[src/design/rsh_bin_mem.sv]
// ----------------------------------------------------------------------------
// rsh_bin_mem
// Histogram bin store: one write port, one registered read port, per-entry
// valid bits so that a clear empties the whole store with no clearing pass.
// ----------------------------------------------------------------------------
module rsh_bin_mem #(
    parameter int MAX_BINS        = 64,
    parameter int BIN_COUNT_WIDTH = 32
) (
    input  logic                        clk,
    input  logic                        rst_n,
    input  logic                        clear,
    input  logic                        we,
    input  logic [$clog2(MAX_BINS)-1:0] waddr,
    input  logic [BIN_COUNT_WIDTH-1:0]  wdata,
    input  logic [$clog2(MAX_BINS)-1:0] raddr,
    output logic [BIN_COUNT_WIDTH-1:0]  rdata
);

    logic [BIN_COUNT_WIDTH-1:0] mem [MAX_BINS];
    logic [MAX_BINS-1:0]        vld_reg;
    logic [BIN_COUNT_WIDTH-1:0] rdata_reg;

    // Valid bits: cleared at reset and on clear
    always_ff @(posedge clk or negedge rst_n)
    begin
        if (!rst_n)
        begin
            vld_reg <= '0;
        end
        else if (clear)
        begin
            vld_reg <= '0;
        end
        else if (we)
        begin
            vld_reg[waddr] <= 1'b1;
        end
    end

    // Storage array and registered read; an unwritten entry reads zero
    always_ff @(posedge clk)
    begin
        if (we)
        begin
            mem[waddr] <= wdata;
        end
        rdata_reg <= vld_reg[raddr] ? mem[raddr] : '0;
    end

    assign rdata = rdata_reg;

endmodule

[config.mk]
export PLATFORM = sky130hd
export DESIGN_NAME = rsh_bin_mem
export DESIGN_NICKNAME = d
export VERILOG_FILES = /design/src/design/rsh_bin_mem.sv
export SDC_FILE = /design/constraint.sdc
export NUM_CORES = 2
export LEC_CHECK = 0
export BUFFER_PORTS_ARGS = -buffer_cell sky130_fd_sc_hd__buf_2
export CAP_MARGIN = 0
export CORE_ASPECT_RATIO = 1.5
export CORE_UTILIZATION = 56
export CTS_CLUSTER_DIAMETER = 30
export DETAILED_ROUTE_END_ITERATION = 6
export HOLD_SLACK_MARGIN = 0.02
export MAX_ROUTING_LAYER = met4
export PLACE_DENSITY = 0.73
export SETUP_SLACK_MARGIN = 0.2
export SLEW_MARGIN = 0
export SYNTH_ARGS = -nofsm -noshare
export SYNTH_HDL_FRONTEND = slang
export SYNTH_SLANG_ARGS = --single-unit
[constraint.sdc]
create_clock -name clk -period 2.55 [get_ports clk]
set_input_delay 0.51 -clock clk [delete_from_list [all_inputs] [get_ports clk]]
set_output_delay 0.51 -clock clk [all_outputs]
set_load 0.01 [all_outputs]
# Word level (Yosys, flattened, before mapping)
# Memories as Yosys holds them, arrays and structs flattened. A register that Yosys moved wholly into a read port is not among the register bits.
# Index checks and enable logic that the tools add are counted.
classes:
  n_lt_le_gt_ge: 3
  muxes: 8
  n_bitwise: 1
  reduce_logical: 3
ops:
  columns: ["operator", "count"]
  rows:
  - ["2-to-1 mux 64 bit", 2]
  - ["OR 64 bit", 1]
  - ["less-than comparator 6 x 7 -> 1 bit (second input constant)", 2]
  - ["binary-select mux 1 bit (select 6 bit)", 1]
  - ["demux 1 bit (select 6 bit)", 1]
  - [">= comparator 6 x 1 -> 1 bit (second input constant)", 1]
  - ["2-to-1 mux 1 bit", 4]
  - ["nonzero test 2 bit", 1]
  - ["logical AND 1 bit", 1]
  - ["zero test 1 bit", 1]
totals:
  ff_bits: 64
  ram_bits: 2048
  n_memories: 1
memory_table:
  columns: ["memory", "words", "word_bits", "rd", "rd_ports_with_merged_regs", "wr", "line_no", "source"]
  rows:
  - ["mem", 64, 32, 1, 1, 1, "20", "logic [BIN_COUNT_WIDTH-1:0] mem [MAX_BINS];"]

# Longest topological paths before layout
logic_depth:
  word_depth: 7
  depth_mapped: 10

# Worst setup path before layout
# Ideal clock, no wire load.
synth_path:
  kind: "input -> register"
  from: "input waddr[5]"
  to: "memory mem[48][0], enable pin"
  setup_ps: 463
  t_arrival_ps: 3435
  required_ps: 2087
  slack_ps: -1349
  path_stages: 4
  n_path_buf: 1
  cell_sequence: "clkbuf_1 -> nand3_1 -> or3_1 -> nor3_1"
synth_rtl:
  columns: ["item", "line_no", "source"]
  rows:
  - ["start: declaration", "14", "input logic [$clog2(MAX_BINS)-1:0] waddr,"]
  - ["end: declaration", "20", null]
# No word-level cell before the write port.

# Worst setup path after layout
layout_path:
  from: "input raddr[0]"
  to: "register rdata_reg[24], in the netlist rdata[24] (read register of mem)"
layout_via:
  elab_chain_cells: 3
layout_lines:
  columns: ["item", "line_no", "source"]
  rows:
  - ["start: declaration", "16", "input logic [$clog2(MAX_BINS)-1:0] raddr,"]
  - ["binary-select mux 1 bit (select 6 bit)", "48", "rdata_reg <= vld_reg[raddr] ? mem[raddr] : '0;"]
  - ["2-to-1 mux 1 bit (not written as such)", "48", null]
  - ["zero test 1 bit (no line)", null, null]
  - ["end: declaration", "22", "logic [BIN_COUNT_WIDTH-1:0] rdata_reg;"]
# Parallel ways exist; a longest one is shown, timed or not. The select of a mux whose other input is x is not followed.
# A chain may end at the register's enable or synchronous reset.

==> results by group <==
Floorplan
  • Die area: 147,000 sq um
  • Die width: 313.4 um
  • Io pins: 80
  • Initial Utilization: 0.5632
  • Die Height: 469.1 um
  • Row cnt: 171
  • Core area: 144,600 sq um

Yosys
  • Distinct cells, synth: 38
  • Synth Warn #: 0
  • Sequential share of the synthesized area: 0.7826
  • Net Count, Synth: 3,578
  • Synthesis-stage register bit count: 2,144
  • Post-Synthesis Cell Area: 81,450 sq um
  • Avg Cell Area, Syn: 23.07 sq um
  • Mapped Cells: 3,530

Critical path
  • CP max-delay cell: mux4_2
  • Worst reg2reg startpoint: mem[46][24]
  • CP arrival: 2.99 ns
  • WP data required: 3.27 ns
  • Slowest Stage Delay on Critical Path: 0.54 ns
  • Crit path kind: input port to flop
  • Worst setup startpoint: raddr[0]
  • Crit. End Element: flop
  • CP Launch Type: input port
  • Critical Path Fanout Max: 20
  • Cells along the critical path: buf_8 -> buf_12 -> buf_12 -> mux4_2 -> mux4_2 -> mux2i_1 -> buf_4 -> o22ai_1
  • R2R depth: 5

Clock network
  • Inserted Clock Buffers: 237
  • Setup Fix Bufs, Post-CTS: 0
  • Worst skew pair latency: 0.86 ns
  • Longest Clk Path Bufs: 3
  • Sink Count: 2,144
  • Clock root cell: clkbuf_16
  • CTS tree: yes
  • Clock edge transition at the registers on the reported setup and hold paths: 0.06 ns
  • H-tree Lvls: 4

Finish
  • Share of cells above drive strength 1: 0.3625
  • Area grow syn2layout: 19.00%
  • Post-layout nets: 4,121
  • Max reg flops: 2,048
  • Fillers: 8,753
  • Design Area, Final: 96,930 sq um
  • Final core utilization: 0.6702

GRT
  • Met1 Track Usage GR: 0.3739
  • Gr ovfl total: 0
  • Grt peak-use layer: met2
  • Met3 Usage GRT: 0.05877
  • Vias in the first global route: 42,010
  • Total GRT Usage: 0.3151
  • Met2 GRT Util: 0.5289
  • First-pass GRT wire length: 308,100 um
  • Initial antenna violation count: 22
  • Largest net degree at the start of global routing: 65

Worst hold path
  • Class of the tightest hold or removal check: input port to flop
  • Hold path start: clear
  • Hold path cells: 2

STA
  • Tightest Pin Transition: 1.199 ns
  • Max Freq: 0.4397 GHz
  • Fin Hold WS: 0.1381 ns
  • Final WS setup: 0.2756 ns
  • RSZ-0062 raised after global routing: no
  • Slew HR: 0.2004
  • Final worst-path cycle share: 0.8919
  • Clock skew: 0.02948 ns
  • Min cycle time layout: 2.274 ns
  • Endpoints failing hold: 0
  • Final setup fails: 0
  • Max-slew violations: 0

Placed design
  • Placed inst area: 88,750 sq um
  • I/O Buffers: 79
  • Post-DP HPWL: 125,900 um
  • GP Congestion: 0.8447
  • Worst slack, placed: -0.8333 ns

Routing
  • Antenna viol nets, final: 0
  • Via/cell ratio: 6.641
  • Vias: 41,150
  • DRC Markers: 0
  • Drt initial violations: 5,256
  • WL per Instance: 35.64 um
  • Drt total wl: 220,800 um
  • Number of iterations in the first detailed-routing pass: 6

Job
  • Max capacitance violation total: 0

Run status
  • Outcome: complete, no violations

Pwr
  • VDD IR max: 0.0007053 V
  • P per Cell Area: 801.2 nW/um^2
  • Final Total Pwr: 77.66 mW
  • Lkg Pwr: 31.56 nW
## stage by stage
step | cells | setup TNS [ns]
floorplan | 3530 | -30.63
global placement | 5735 | -10.55
detailed placement | 5735 | -11.09
CTS | 6187 | 0
global route | 6194 | 0
finish | 6196 | 0
## repair_timing
action | 4_1_cts | 5_1_grt
hold endpoints to repair | 27 | 0
setup endpoints to repair | 3 | 1
pin swaps | 0 | 0
gates resized for setup | 3 | 1
hold buffers | 2 | 0
cloned | 0 | 0
## synthesized netlist by cell type
library cell | n | share of area
a221o_1 | 1 | 0.00012
clkbuf_1 | 92 | 0.0042
inv_2 | 1 | 0.000046
o22ai_1 | 45 | 0.0035
mux2i_1 | 118 | 0.015
nand2_1 | 34 | 0.0016
buf_2 | 32 | 0.0020
o21ba_2 | 1 | 0.00012
o21ai_0 | 24 | 0.0015
inv_1 | 1 | 0.000046
dfrtp_1 | 64 | 0.020
nand2b_1 | 7 | 0.00054
dfxtp_1 | 32 | 0.0079
edfxtp_1 | 2048 | 0.76
o21ai_1 | 19 | 0.0012
nand3b_1 | 3 | 0.00028
buf_4 | 30 | 0.0028
a22oi_1 | 45 | 0.0041
a22o_1 | 1 | 0.00011
or3_1 | 3 | 0.00023
buf_6 | 23 | 0.0032
nor2_1 | 218 | 0.010
a2111oi_0 | 1 | 0.00011
nor2b_1 | 6 | 0.00046
o221ai_1 | 21 | 0.0023
mux2_2 | 3 | 0.00041
nand3_1 | 7 | 0.00043
and2_1 | 2 | 0.00015
mux4_2 | 573 | 0.16
or3b_2 | 2 | 0.00022
a21oi_1 | 32 | 0.0020
or2_2 | 1 | 0.000077
buf_1 | 14 | 0.00065
nor4_1 | 1 | 0.000077
nor3_1 | 3 | 0.00018
or2_0 | 1 | 0.000077
nand4_1 | 1 | 0.000077
a211oi_1 | 20 | 0.0018
## critical path: cells and delay by family
family                 cells  cell delay (ns)
muxes                      3             1.53
buffers and inverters      4             0.84
AOI/OAI and AO/OA          1             0.08
## worst paths after layout
check	end	slack (ns)
setup reg to reg	rdata[24]	0.29
min in group asynchronous	vld_reg[20]	0.22
max in group asynchronous	vld_reg[57]	1.64
hold reg to reg	vld_reg[26]	0.50
hold / removal	vld_reg[29]	0.14
setup / recovery	rdata[24]	0.28
## per-layer routing
| layer | part of all wire | vias up |
|---|---|---|
| li1 | - | 16130 |
| met1 | 0.33 | 21680 |
| met4 | 0.050 | 0 |
| met5 | 0 | - |
| met3 | 0.096 | 593 |
| met2 | 0.52 | 2738 |
## logic make-up after synthesis
| group | synth area share |
|---|---|
| simple gates | 0.01441 |
| mux | 0.1734 |
| buf+inv | 0.01289 |
| flops | 0.7826 |
| compound gates | 0.01677 |
## cell type report
class                   count  area, sq um  share of cell area
clock buffers             267         6095             0.06288
inverters                   2        15.01           0.0001549
repair buffers            495         5445             0.05618
well taps                1903         2381             0.02456
flip-flops and latches   2144        63740              0.6576
clock inverters           183         2021             0.02085
multi-input cells        1193        17210              0.1775
diodes                      9        22.52           0.0002324
## cell usage in the layout (no fill, tap or decap), types with 4 or more instances in the layout
| master | netlist | routed |
|---|---|---|
| buf_2 | 32 | 75 |
| a21oi_1 | 32 | 31 |
| clkbuf_16 | 0 | 238 |
| clkinv_8 | 0 | 10 |
| nor2b_1 | 6 | 5 |
| o21ai_0 | 24 | 24 |
| nor2_1 | 218 | 154 |
| clkinv_16 | 0 | 4 |
| nand2_1 | 34 | 33 |
| buf_4 | 30 | 263 |
| nand2b_1 | 7 | 7 |
| mux2i_1 | 118 | 115 |
| nor2_4 | 0 | 62 |
| inv_8 | 0 | 11 |
| buf_12 | 0 | 151 |
| mux4_2 | 573 | 573 |
| bufinv_16 | 0 | 21 |
| clkinv_1 | 0 | 21 |
| nand3_1 | 7 | 4 |
| dfxtp_1 | 32 | 32 |
| clkinv_4 | 0 | 23 |
| diode_2 | 0 | 9 |
| clkinv_2 | 0 | 29 |
| clkinvlp_4 | 0 | 27 |
| o22ai_1 | 45 | 45 |
| a22oi_1 | 45 | 45 |
| edfxtp_1 | 2048 | 2048 |
| o21ai_1 | 19 | 19 |
| inv_6 | 0 | 35 |
| a211oi_1 | 20 | 20 |
| clkbuf_1 | 92 | 26 |
| o221ai_1 | 21 | 21 |
| dfrtp_1 | 64 | 64 |
## power by group
group / switching (mW) / total (mW) / internal, mW
Clock: 14.8 / 34.6 / 19.8
Combinational: 2.32 / 4.06 / 1.74
Sequential: 0.178 / 39.0 / 38.8
(Power assumes the default switching activity.)
