--- src/design/rsh_pkg.sv ---
// ----------------------------------------------------------------------------
// rsh_pkg
// Shared types and constants for the running statistics and histogram block.
// ----------------------------------------------------------------------------
package rsh_pkg;

    // Statistics word width
    localparam int STAT_W = 64;

    // Configuration port
    localparam int CFG_IDX_W = 3;
    localparam logic [CFG_IDX_W-1:0] CFG_BINS  = 3'd0;
    localparam logic [CFG_IDX_W-1:0] CFG_LOW   = 3'd1;
    localparam logic [CFG_IDX_W-1:0] CFG_HIGH  = 3'd2;
    localparam logic [CFG_IDX_W-1:0] CFG_LOG   = 3'd3;
    localparam logic [CFG_IDX_W-1:0] CFG_SCALE = 3'd4;

    localparam int BINS_REG_W  = 7;
    localparam int SCALE_W     = 32;
    localparam int OUT_BIN_W   = 32;

    // Log2 format: Q6.16, mantissa Q1.31, product Q14.40
    localparam int LOG_INT_W  = 6;
    localparam int LOG_FRAC_W = 16;
    localparam int LOG_W      = LOG_INT_W + LOG_FRAC_W;
    localparam int MANT_W     = 32;
    localparam int PROD_W     = 2 * MANT_W;
    localparam int P_FRAC_W   = 40;

    // Item functions
    typedef enum logic [1:0] {
        FUNC_SET   = 2'd0,
        FUNC_INC   = 2'd1,
        FUNC_READ  = 2'd2,
        FUNC_CLEAR = 2'd3
    } func_t;

    // Binning configuration seen by the bin unit
    typedef struct packed {
        logic [STAT_W-1:0]  low;
        logic [STAT_W-1:0]  high;
        logic               log_mode;
        logic [SCALE_W-1:0] scale;
    } bin_cfg_t;

endpackage

--- src/design/rsh_bin_unit.sv ---
// ----------------------------------------------------------------------------
// rsh_bin_unit
// Bin index sequencer around one shared 32x32 multiplier: linear binning by
// a scaled product and a short restoring division, log binning by an
// iterative Q6.16 log2 (normalise, then 16 squarings) and a final scale.
// ----------------------------------------------------------------------------
module rsh_bin_unit #(
    parameter int MAX_BINS = 64
) (
    input  logic                              clk,
    input  logic                              rst_n,
    input  logic                              start,
    input  logic [rsh_pkg::STAT_W-1:0]        sample,
    input  logic [$clog2(MAX_BINS+1)-1:0]     nb,
    input  rsh_pkg::bin_cfg_t                 cfg,
    output logic                              done,
    output logic [$clog2(MAX_BINS+1)-1:0]     hit
);

    localparam int HW = $clog2(MAX_BINS + 1);
    localparam int QW = $clog2(MAX_BINS);
    localparam int NW = rsh_pkg::STAT_W + QW;
    localparam int CNTW = 5;
    localparam int CW = rsh_pkg::STAT_W - rsh_pkg::P_FRAC_W + 1;
    localparam logic [HW-1:0] NO_BIN = HW'(MAX_BINS);

    typedef enum logic [3:0] {
        U_IDLE,
        U_DECIDE,
        U_LIN_LO,
        U_LIN_HI,
        U_LIN_ACC,
        U_DIV,
        U_NORM,
        U_SQ,
        U_SCALE,
        U_SCALE_USE,
        U_DONE
    } ustate_t;

    ustate_t                          state_reg;
    logic [rsh_pkg::STAT_W-1:0]       v_reg;
    logic [rsh_pkg::STAT_W-1:0]       x_reg;
    logic [rsh_pkg::LOG_INT_W-1:0]    e_reg;
    logic [rsh_pkg::LOG_FRAC_W-1:0]   frac_reg;
    logic [rsh_pkg::LOG_W-1:0]        lh_reg;
    logic [rsh_pkg::LOG_W-1:0]        dlt_reg;
    logic                             pass_reg;
    logic [CNTW-1:0]                  cnt_reg;
    logic [NW-1:0]                    num_reg;
    logic [NW-1:0]                    dsh_reg;
    logic [QW-1:0]                    q_reg;
    logic [HW-1:0]                    hit_reg;
    logic [rsh_pkg::PROD_W-1:0]       prod_reg;

    logic [rsh_pkg::MANT_W-1:0]       mul_a;
    logic [rsh_pkg::MANT_W-1:0]       mul_b;
    logic [rsh_pkg::PROD_W-1:0]       prod_c;
    logic [rsh_pkg::STAT_W-1:0]       d_c;
    logic [rsh_pkg::STAT_W-1:0]       r_c;
    logic [rsh_pkg::MANT_W-1:0]       cur_m;
    logic [5:0]                       sh_c;
    logic [rsh_pkg::STAT_W-1:0]       mask_hi;
    logic                             top_zero;
    logic                             ge_c;
    logic [QW-1:0]                    q_new;
    logic [rsh_pkg::LOG_FRAC_W-1:0]   frac_new;
    logic [rsh_pkg::LOG_W-1:0]        log_new;
    logic [CW-1:0]                    c_c;
    logic [CW-1:0]                    nbm1_c;

    // Operand preparation
    assign d_c = v_reg - cfg.low;
    assign r_c = cfg.high - cfg.low;

    // Mantissa for the next squaring: initial normalised value or last square
    always_comb
    begin
        if (cnt_reg == '0)
        begin
            cur_m = x_reg[rsh_pkg::STAT_W-1 -: rsh_pkg::MANT_W];
        end
        else if (prod_reg[rsh_pkg::PROD_W-1])
        begin
            cur_m = prod_reg[rsh_pkg::PROD_W-1 -: rsh_pkg::MANT_W];
        end
        else
        begin
            cur_m = prod_reg[rsh_pkg::PROD_W-2 -: rsh_pkg::MANT_W];
        end
    end

    // Shared multiplier operand select
    always_comb
    begin
        unique case (state_reg)
            U_LIN_LO:
            begin
                mul_a = d_c[rsh_pkg::MANT_W-1:0];
                mul_b = rsh_pkg::MANT_W'(nb) - rsh_pkg::MANT_W'(2);
            end
            U_LIN_HI:
            begin
                mul_a = d_c[rsh_pkg::STAT_W-1:rsh_pkg::MANT_W];
                mul_b = rsh_pkg::MANT_W'(nb) - rsh_pkg::MANT_W'(2);
            end
            U_SQ:
            begin
                mul_a = cur_m;
                mul_b = cur_m;
            end
            U_SCALE:
            begin
                mul_a = rsh_pkg::MANT_W'(dlt_reg);
                mul_b = cfg.scale;
            end
            default:
            begin
                mul_a = '0;
                mul_b = '0;
            end
        endcase
    end

    assign prod_c = mul_a * mul_b;

    // Normalisation step: test the top sh bits
    assign sh_c     = 6'(6'd32 >> cnt_reg);
    assign mask_hi  = ~({rsh_pkg::STAT_W{1'b1}} >> sh_c);
    assign top_zero = (x_reg & mask_hi) == '0;

    // Division step
    assign ge_c  = num_reg >= dsh_reg;
    assign q_new = QW'(q_reg << 1) | QW'(ge_c);

    // Log result once the last square is in
    assign frac_new = {frac_reg[rsh_pkg::LOG_FRAC_W-2:0], prod_reg[rsh_pkg::PROD_W-1]};
    assign log_new  = {e_reg, frac_new};

    // Ceiling of the Q14.40 product
    assign c_c    = CW'(prod_reg[rsh_pkg::PROD_W-1:rsh_pkg::P_FRAC_W])
                  + CW'(prod_reg[rsh_pkg::P_FRAC_W-1:0] != '0);
    assign nbm1_c = CW'(nb) - CW'(1);

    // Sequencer
    always_ff @(posedge clk or negedge rst_n)
    begin
        if (!rst_n)
        begin
            state_reg <= U_IDLE;
            v_reg     <= '0;
            x_reg     <= '0;
            e_reg     <= '0;
            frac_reg  <= '0;
            lh_reg    <= '0;
            dlt_reg   <= '0;
            pass_reg  <= 1'b0;
            cnt_reg   <= '0;
            num_reg   <= '0;
            dsh_reg   <= '0;
            q_reg     <= '0;
            hit_reg   <= '0;
            prod_reg  <= '0;
        end
        else
        begin
            prod_reg <= prod_c;
            unique case (state_reg)
                U_IDLE:
                begin
                    if (start)
                    begin
                        v_reg     <= sample;
                        state_reg <= U_DECIDE;
                    end
                end
                U_DECIDE:
                begin
                    if (v_reg <= cfg.low)
                    begin
                        hit_reg   <= '0;
                        state_reg <= U_DONE;
                    end
                    else if (v_reg >= cfg.high)
                    begin
                        hit_reg   <= nb - HW'(1);
                        state_reg <= U_DONE;
                    end
                    else if (cfg.log_mode)
                    begin
                        x_reg     <= cfg.high;
                        e_reg     <= '1;
                        pass_reg  <= 1'b0;
                        cnt_reg   <= '0;
                        state_reg <= U_NORM;
                    end
                    else if (nb > HW'(2) && cfg.high > cfg.low)
                    begin
                        state_reg <= U_LIN_LO;
                    end
                    else
                    begin
                        hit_reg   <= (nb > HW'(1)) ? HW'(1) : NO_BIN;
                        state_reg <= U_DONE;
                    end
                end
                U_LIN_LO:
                begin
                    state_reg <= U_LIN_HI;
                end
                U_LIN_HI:
                begin
                    num_reg   <= NW'(prod_reg);
                    dsh_reg   <= NW'(r_c) << (QW - 1);
                    q_reg     <= '0;
                    cnt_reg   <= CNTW'(QW - 1);
                    state_reg <= U_LIN_ACC;
                end
                U_LIN_ACC:
                begin
                    num_reg   <= num_reg + (NW'(prod_reg) << rsh_pkg::MANT_W);
                    state_reg <= U_DIV;
                end
                U_DIV:
                begin
                    if (ge_c)
                    begin
                        num_reg <= num_reg - dsh_reg;
                    end
                    dsh_reg <= dsh_reg >> 1;
                    q_reg   <= q_new;
                    if (cnt_reg == '0)
                    begin
                        hit_reg   <= ((HW'(q_new) + HW'(1)) < nb) ? HW'(q_new) + HW'(1)
                                                                   : NO_BIN;
                        state_reg <= U_DONE;
                    end
                    else
                    begin
                        cnt_reg <= cnt_reg - CNTW'(1);
                    end
                end
                U_NORM:
                begin
                    if (top_zero)
                    begin
                        x_reg <= x_reg << sh_c;
                        e_reg <= e_reg - sh_c;
                    end
                    if (cnt_reg == CNTW'(5))
                    begin
                        cnt_reg   <= '0;
                        frac_reg  <= '0;
                        state_reg <= U_SQ;
                    end
                    else
                    begin
                        cnt_reg <= cnt_reg + CNTW'(1);
                    end
                end
                U_SQ:
                begin
                    if (cnt_reg != '0)
                    begin
                        frac_reg <= frac_new;
                    end
                    if (cnt_reg == CNTW'(rsh_pkg::LOG_FRAC_W))
                    begin
                        if (!pass_reg)
                        begin
                            lh_reg    <= log_new;
                            x_reg     <= v_reg;
                            e_reg     <= '1;
                            pass_reg  <= 1'b1;
                            cnt_reg   <= '0;
                            state_reg <= U_NORM;
                        end
                        else
                        begin
                            dlt_reg   <= (lh_reg > log_new) ? lh_reg - log_new : '0;
                            state_reg <= U_SCALE;
                        end
                    end
                    else
                    begin
                        cnt_reg <= cnt_reg + CNTW'(1);
                    end
                end
                U_SCALE:
                begin
                    state_reg <= U_SCALE_USE;
                end
                U_SCALE_USE:
                begin
                    hit_reg   <= (c_c > nbm1_c) ? NO_BIN : nb - HW'(1) - HW'(c_c);
                    state_reg <= U_DONE;
                end
                U_DONE:
                begin
                    state_reg <= U_IDLE;
                end
                default:
                begin
                    state_reg <= U_IDLE;
                end
            endcase
        end
    end

    assign done = (state_reg == U_DONE);
    assign hit  = hit_reg;

endmodule

--- config.mk ---
export PLATFORM = sky130hd
export DESIGN_NAME = rsh_bin_unit
export DESIGN_NICKNAME = d
export VERILOG_FILES = /design/src/design/rsh_pkg.sv /design/src/design/rsh_bin_unit.sv
export SDC_FILE = /design/constraint.sdc
export NUM_CORES = 2
export LEC_CHECK = 0
export BUFFER_PORTS_ARGS = -buffer_cell sky130_fd_sc_hd__buf_2
export CAP_MARGIN = 20
export CORE_MARGIN = 2
export CORE_UTILIZATION = 35
export CTS_BUF_LIST = sky130_fd_sc_hd__clkbuf_2
export CTS_CLUSTER_DIAMETER = 120
export DETAILED_ROUTE_END_ITERATION = 6
export PLACE_DENSITY = 0.49
export SETUP_SLACK_MARGIN = 0.4
export SKIP_CTS_REPAIR_TIMING = 1
export SYNTH_ARGS = -nofsm -noshare
export SYNTH_HDL_FRONTEND = slang
export SYNTH_SLANG_ARGS = --single-unit
export TNS_END_PERCENT = 30
--- constraint.sdc ---
create_clock -name clk -period 12.25 [get_ports clk]
set_input_delay 0.6125 -clock clk [delete_from_list [all_inputs] [get_ports clk]]
set_output_delay 0.6125 -clock clk [all_outputs]
set_load 0.01 [all_outputs]
# Word level (Yosys, flattened, before mapping)
# Index checks and enable logic that the tools add are counted.
[word_totals] wordCells=154 reg_bits=419 inputBits=235 output_inout_bits=8
[op_classes] mul=1 mux=58 eq_ne=27 n_lt_le_gt_ge=9 shift=3 n_addsub=14 n_bitwise=4 n_reduce_logical=24
[ops] op="64-bit two-way mux" n=6
[ops] op="70-bit case mux with 3 select lines" n=1
[ops] op="64-bit case mux with 3 select lines" n=1
[ops] op="70-bit case mux with 2 select lines" n=1
[ops] op="32-bit case mux with 4 select lines" n=1
[ops] op="64-bit subtractor" n=2
[ops] op="32-bit case mux with 3 select lines" n=1
[ops] op="70-bit adder" n=1
[ops] op="70-bit greater-or-equal comparator" n=1
[ops] op="70-bit two-way mux" n=1
[ops] op="70-bit subtractor" n=1
[ops] op="64-bit bitwise AND" n=1
[ops] op="64-bit greater-or-equal comparator" n=1
[ops] op="64-bit > comparator" n=1
[ops] op="64-bit less-or-equal comparator" n=1
[ops] op="64-bit zero test" n=1
[ops] op="32-bit by 32-bit multiplier with 64-bit output" n=1
[ops] op="32-bit two-way mux" n=2
[ops] op="64-bit NOT" n=1
[ops] op="64-bit by 6-bit left shift with 64-bit output" n=1
[ops] op="64-bit by 6-bit >> shifter with 64-bit output (first input constant)" n=1
[ops] op="7-bit two-way mux" n=8
[ops] op="4-bit case mux with 10 select lines" n=1
[ops] op="40-bit nonzero test" n=1
[ops] op="52 further kinds" n=102

# Logic depth before layout (Yosys ltp)
[logic_depth] word_depth=7 ltp_mapped=46 ltp_nobuf=42

# Worst setup path after synthesis
# OpenSTA, ideal clock, no wires.
[synth_path] path_kind="register -> register" start="reg cnt_reg[0]" end="reg prod_reg[63] in the netlist's numbering" arrival_time_ps=10983 setup_slack_ps=1136 path_stages_with_launch=43 path_buffers=10 setup_time_ps=131 synth_period_minus_slack_ps=11114 t_required_ps=12119 cell_sequence="dfrtp_1 > clkbuf_1 > clkbuf_1 > inv_1 > clkbuf_1 > clkbuf_1 > buf_1 > ha_1 > and2_1 > nand2b_1 > clkbuf_1 > buf_1 > buf_2 > a211oi_1 > a211oi_1 > clkbuf_1 > nor2_1 > fa_1 > [7 not listed] > fa_1 > inv_1 > fa_1 > inv_1 > ha_1 > clkbuf_2 > nand4_2 > a2111oi_4 > nand2_1 > o21ai_0 > a31o_4 > a21o_4 > a31oi_4 > o31ai_4 > a31oi_1 > o41a_2 > and4b_1 > or3_1"
[synth_between] elab_chain_len=4 word_cells_on_any_way=5 cone_classes="mul (1); mux (3); reduce/logical (1)"
[synth_lines] element="start: declaration" line="rsh_bin_unit.sv:49" source="logic [CNTW-1:0] cnt_reg;"
[synth_lines] element="start signal: assignment" line="rsh_bin_unit.sv:216" source="cnt_reg <= CNTW'(QW - 1);"
[synth_lines] element="start signal: assignment" line="rsh_bin_unit.sv:240" source="cnt_reg <= cnt_reg - CNTW'(1);"
[synth_lines] element="start signal: assignment" line="rsh_bin_unit.sv:258" source="cnt_reg <= cnt_reg + CNTW'(1);"
[synth_lines] element="5-bit zero test (*)" line="rsh_bin_unit.sv:79" source="if (cnt_reg == '0)"
[synth_lines] element="32-bit two-way mux (*)" line="rsh_bin_unit.sv:79"
[synth_lines] element="32-bit case mux with 4 select lines or 32-bit case mux with 3 select lines (tied branches)" line="rsh_bin_unit.sv:96" source="unique case (state_reg)"
[synth_lines] element="32-bit by 32-bit multiplier with 64-bit output (*)" line="rsh_bin_unit.sv:125" source="assign prod_c = mul_a * mul_b;"
[synth_lines] element="net prod_c (one bit)" line="rsh_bin_unit.sv:58" source="logic [rsh_pkg::PROD_W-1:0] prod_c;"
[synth_lines] element="end signal: assignment" line="rsh_bin_unit.sv:167" source="prod_reg <= prod_c;"
[synth_lines] element="end: declaration" line="rsh_bin_unit.sv:54" source="logic [rsh_pkg::PROD_W-1:0] prod_reg;"
# The timed path passes the listed nets; every way through them passes the cells marked *.
# A chain may end at the register's enable or synchronous reset.

# Final worst setup path
[layout_path] start="reg v_reg[5] in the netlist's numbering" end="reg prod_reg[62] in the netlist's numbering"
[layout_between] elab_chain_len=3
[layout_lines] element="start: declaration" line="rsh_bin_unit.sv:42" source="logic [rsh_pkg::STAT_W-1:0] v_reg;"
[layout_lines] element="start signal: assignment" line="rsh_bin_unit.sv:173" source="v_reg <= sample;"
[layout_lines] element="64-bit subtractor" line="rsh_bin_unit.sv:73" source="assign d_c = v_reg - cfg.low;"
[layout_lines] element="32-bit case mux with 4 select lines" line="rsh_bin_unit.sv:96"
[layout_lines] element="32-bit by 32-bit multiplier with 64-bit output" line="rsh_bin_unit.sv:125"
[layout_lines] element="net prod_c (one bit)" line="rsh_bin_unit.sv:58"
# The timed path passes the listed nets, and every way through them passes these cells.

==> metrics.cfg <==
[clocking]
worstSkewPairLatency_ns = 1.73
numCtsBuffers = 135
cts_tree = yes
cts_root_buf = clkbuf_2
clockBufferDepth = 3
clock_sinks = 418
cts_max_level = 4
clk_pin_slew_ns = 0.10

[drt]
drt_iter0_drc = 6806
routed_via_density = 5.68
drc = 0
vias = 69900
wirelength_microns = 342000
routedWlPerCell_microns = 27.8
ant_nets = 0
first_pass_iters = 6

[job]
cap_violations = 0

[yosys]
syn_nets = 10600
post-synth-top-area-cell = fa_1
syn_area_sq_mm = 0.0729
synth.area.top_cells = fa_1, dfrtp_1, ha_1
synth_edf_count = 0
synth_seq_area_share = 0.143
yosysWarningCount = 0
yosysMostFrequentCell = inv_1
synthArstFlopShare = 1.00
synthFlopType = dfrtp_1
ys_top_cells_by_count = inv_1, nor2_1, fa_1, nand2_1, ha_1
syn_inst = 8796
synth_cell_type_count = 112
avgSynthCellArea_sq_um = 8.29
yosys.area.top_type_share = 0.248
synth.ff_latch_count = 418

[global_route]
grtUsageTotal = 0.314
first_global_vias = 68300
overflow = 0
grt_pass1_wl_microns = 483000
antenna_found_initial = 26
grt_max_degree = 123

[power_and_ir_drop]
netSwitchingFraction = 0.546
power.share.clock = 0.138
irDropWorstVdd_v = 0.000110
leakagePower_nw = 41.5
combPwrFrac = 0.641
power_switching_mw = 5.07
seqPwrFrac = 0.221
p_int_mw = 4.21
power_density_mw_per_mm2 = 110

[floorplan]
core-area_sq_mm = 0.207
die_w_microns = 460
io_pins = 243
die_area_sq_mm = 0.212
start_util = 0.352
row_count = 167
dieHeight_microns = 460

[timing]
rsz0062_at_grt = no
clock_skew_ns = 0.173
finalCritPeriodShare = 0.941
setup_ws_ns = 0.720
finalMaxSlewViolations = 0
setup_tns_ns = 0
relSlewSlack = 0.136
tightest_slew_ns = 1.30
hold_violations = 0
max_freq_mhz = 86.7
period_needed_ns = 11.53
setup_viol = 0

[worst_setup_path]
cp-end-kind = flip-flop
required_ns = 13.87
arrival_ns = 13.15
cp_slowest_stage_delay_ns = 0.57
cp_slowest_cell = fa_1
worst-path-max-fanout = 18
cp_common_cell = fa_1
critical_path_class = flip-flop to flip-flop
startpoint_type = flip-flop

[layout]
layout-drive-gt1-share = 0.108
nets = 11200
largest_reg_flops = 70
area_delta_synth_final_pct = 15.4

[place]
preCtsSetupSlack_ns = 0.348
io_buffer_count = 242
place_congestion = 1.01
hpwl_microns = 275000

[worst_hold_path]
hold_path.class = input pin to flip-flop

[run_status]
status = finished, final reports clean

## cell usage in the layout (no fill, tap or decap), types with 90 or more instances in the layout
cell,synthesis,layout
inv_1,1291,1289
nor2_1,924,917
fa_1,903,903
nand2_1,864,862
ha_1,636,635
a21oi_1,565,565
dfrtp_1,418,415
dlygate4sd3_1,0,410
o21ai_0,377,370
buf_4,5,288
buf_2,51,242
xnor2_1,197,195
a21o_1,193,193
clkbuf_2,4,188
nand3_1,159,157
mux2i_1,121,121
xor2_1,122,121
nand4_1,101,101
mux2_2,96,96
a22oi_1,94,94
and3_1,91,90
## logic make-up (layout without fill, tap and decap cells)
kind of cell | Yosys count | count (layout) | share of synthesized area
AOI/OAI and AO/OA | 2001 | 2001 | 0.183
other | 0 | 13 | 0
buffers and inverters | 1786 | 2492 | 0.0934
xor gates and xnor gates | 319 | 319 | 0.0383
muxes | 223 | 223 | 0.0333
and+or+nand+nor | 2510 | 2510 | 0.152
adders and majority gates | 1539 | 1539 | 0.357
DFF | 418 | 418 | 0.143
## critical path: cells and delay by family (launching register included)
kind                     cells  cell delay (ns)
buffers and inverters        5             0.85
flip-flops                   1             0.49
adder cells (fa/ha/maj)     10             4.70
AO/OA/AOI/OAI               18             4.39
AND/OR/NAND/NOR              2             0.49
XOR/XNOR                     2             0.57
## routing by layer
layer | wire (microns) | share of wire | vias up | track usage
met5 | 57 | 0.00017 | - | 0
met4 | 21800 | 0.064 | 10 | 0.168
met3 | 24000 | 0.070 | 755 | 0.0555
met2 | 157000 | 0.46 | 2920 | 0.505
met1 | 140000 | 0.41 | 35500 | 0.401
li1 | - | - | 30700 | -
## final timing paths
path / start / to / cells after the start / slack (ns)
hold / removal: cfg[148] / dsh_reg[56] / 5 / 0.02
hold reg to reg: frac_reg[0] / lh_reg[1] / 1 / 0.50
max in group asynchronous: rst_n / dsh_reg[17] / 5 / 10.51
setup / recovery: v_reg[5] / prod_reg[62] / 37 / 0.72
min in group asynchronous: rst_n / hit[1] / 4 / 0.09
setup reg to reg: v_reg[5] / prod_reg[62] / 37 / 0.72
## final cells by class
cell class	instances	area [sq um]
well taps	2788	3490
repair buffers	960	7870
fillers	21300	123000
clock inverters	51	315
inverters	1293	4850
multi-input cells	6592	56200
clock buffers	188	941
flip-flops and latches	418	10500
diodes	13	32.5
## power groups by stage
stage | registers [mW] | clock network, mW | logic [mW]
finish | 2.05 | 1.28 | 5.95
global route | 2.04 | 1.38 | 6.40
CTS | 2.02 | 1.31 | 5.66
detailed placement | 2.05 | 0 | 5.62
global placement | 2.05 | 0 | 5.59
floorplan | 1.78 | 0 | 3.43
## per-stage QoR
stage               power, mW  hold slack (ns)  area [sq um]  std cells  utilization
floorplan                5.21            0.317         72900       8796            -
global placement         7.64            0.481         78500      11600        0.379
detailed placement       7.67            0.480         78500      11600        0.379
CTS                      8.99            -1.21         79800      11900        0.385
global route             9.83         -0.00902         84100      12300        0.406
finish                   9.27           0.0229         84100      12300        0.406
Note: power is estimated with default switching activity, not from simulation.
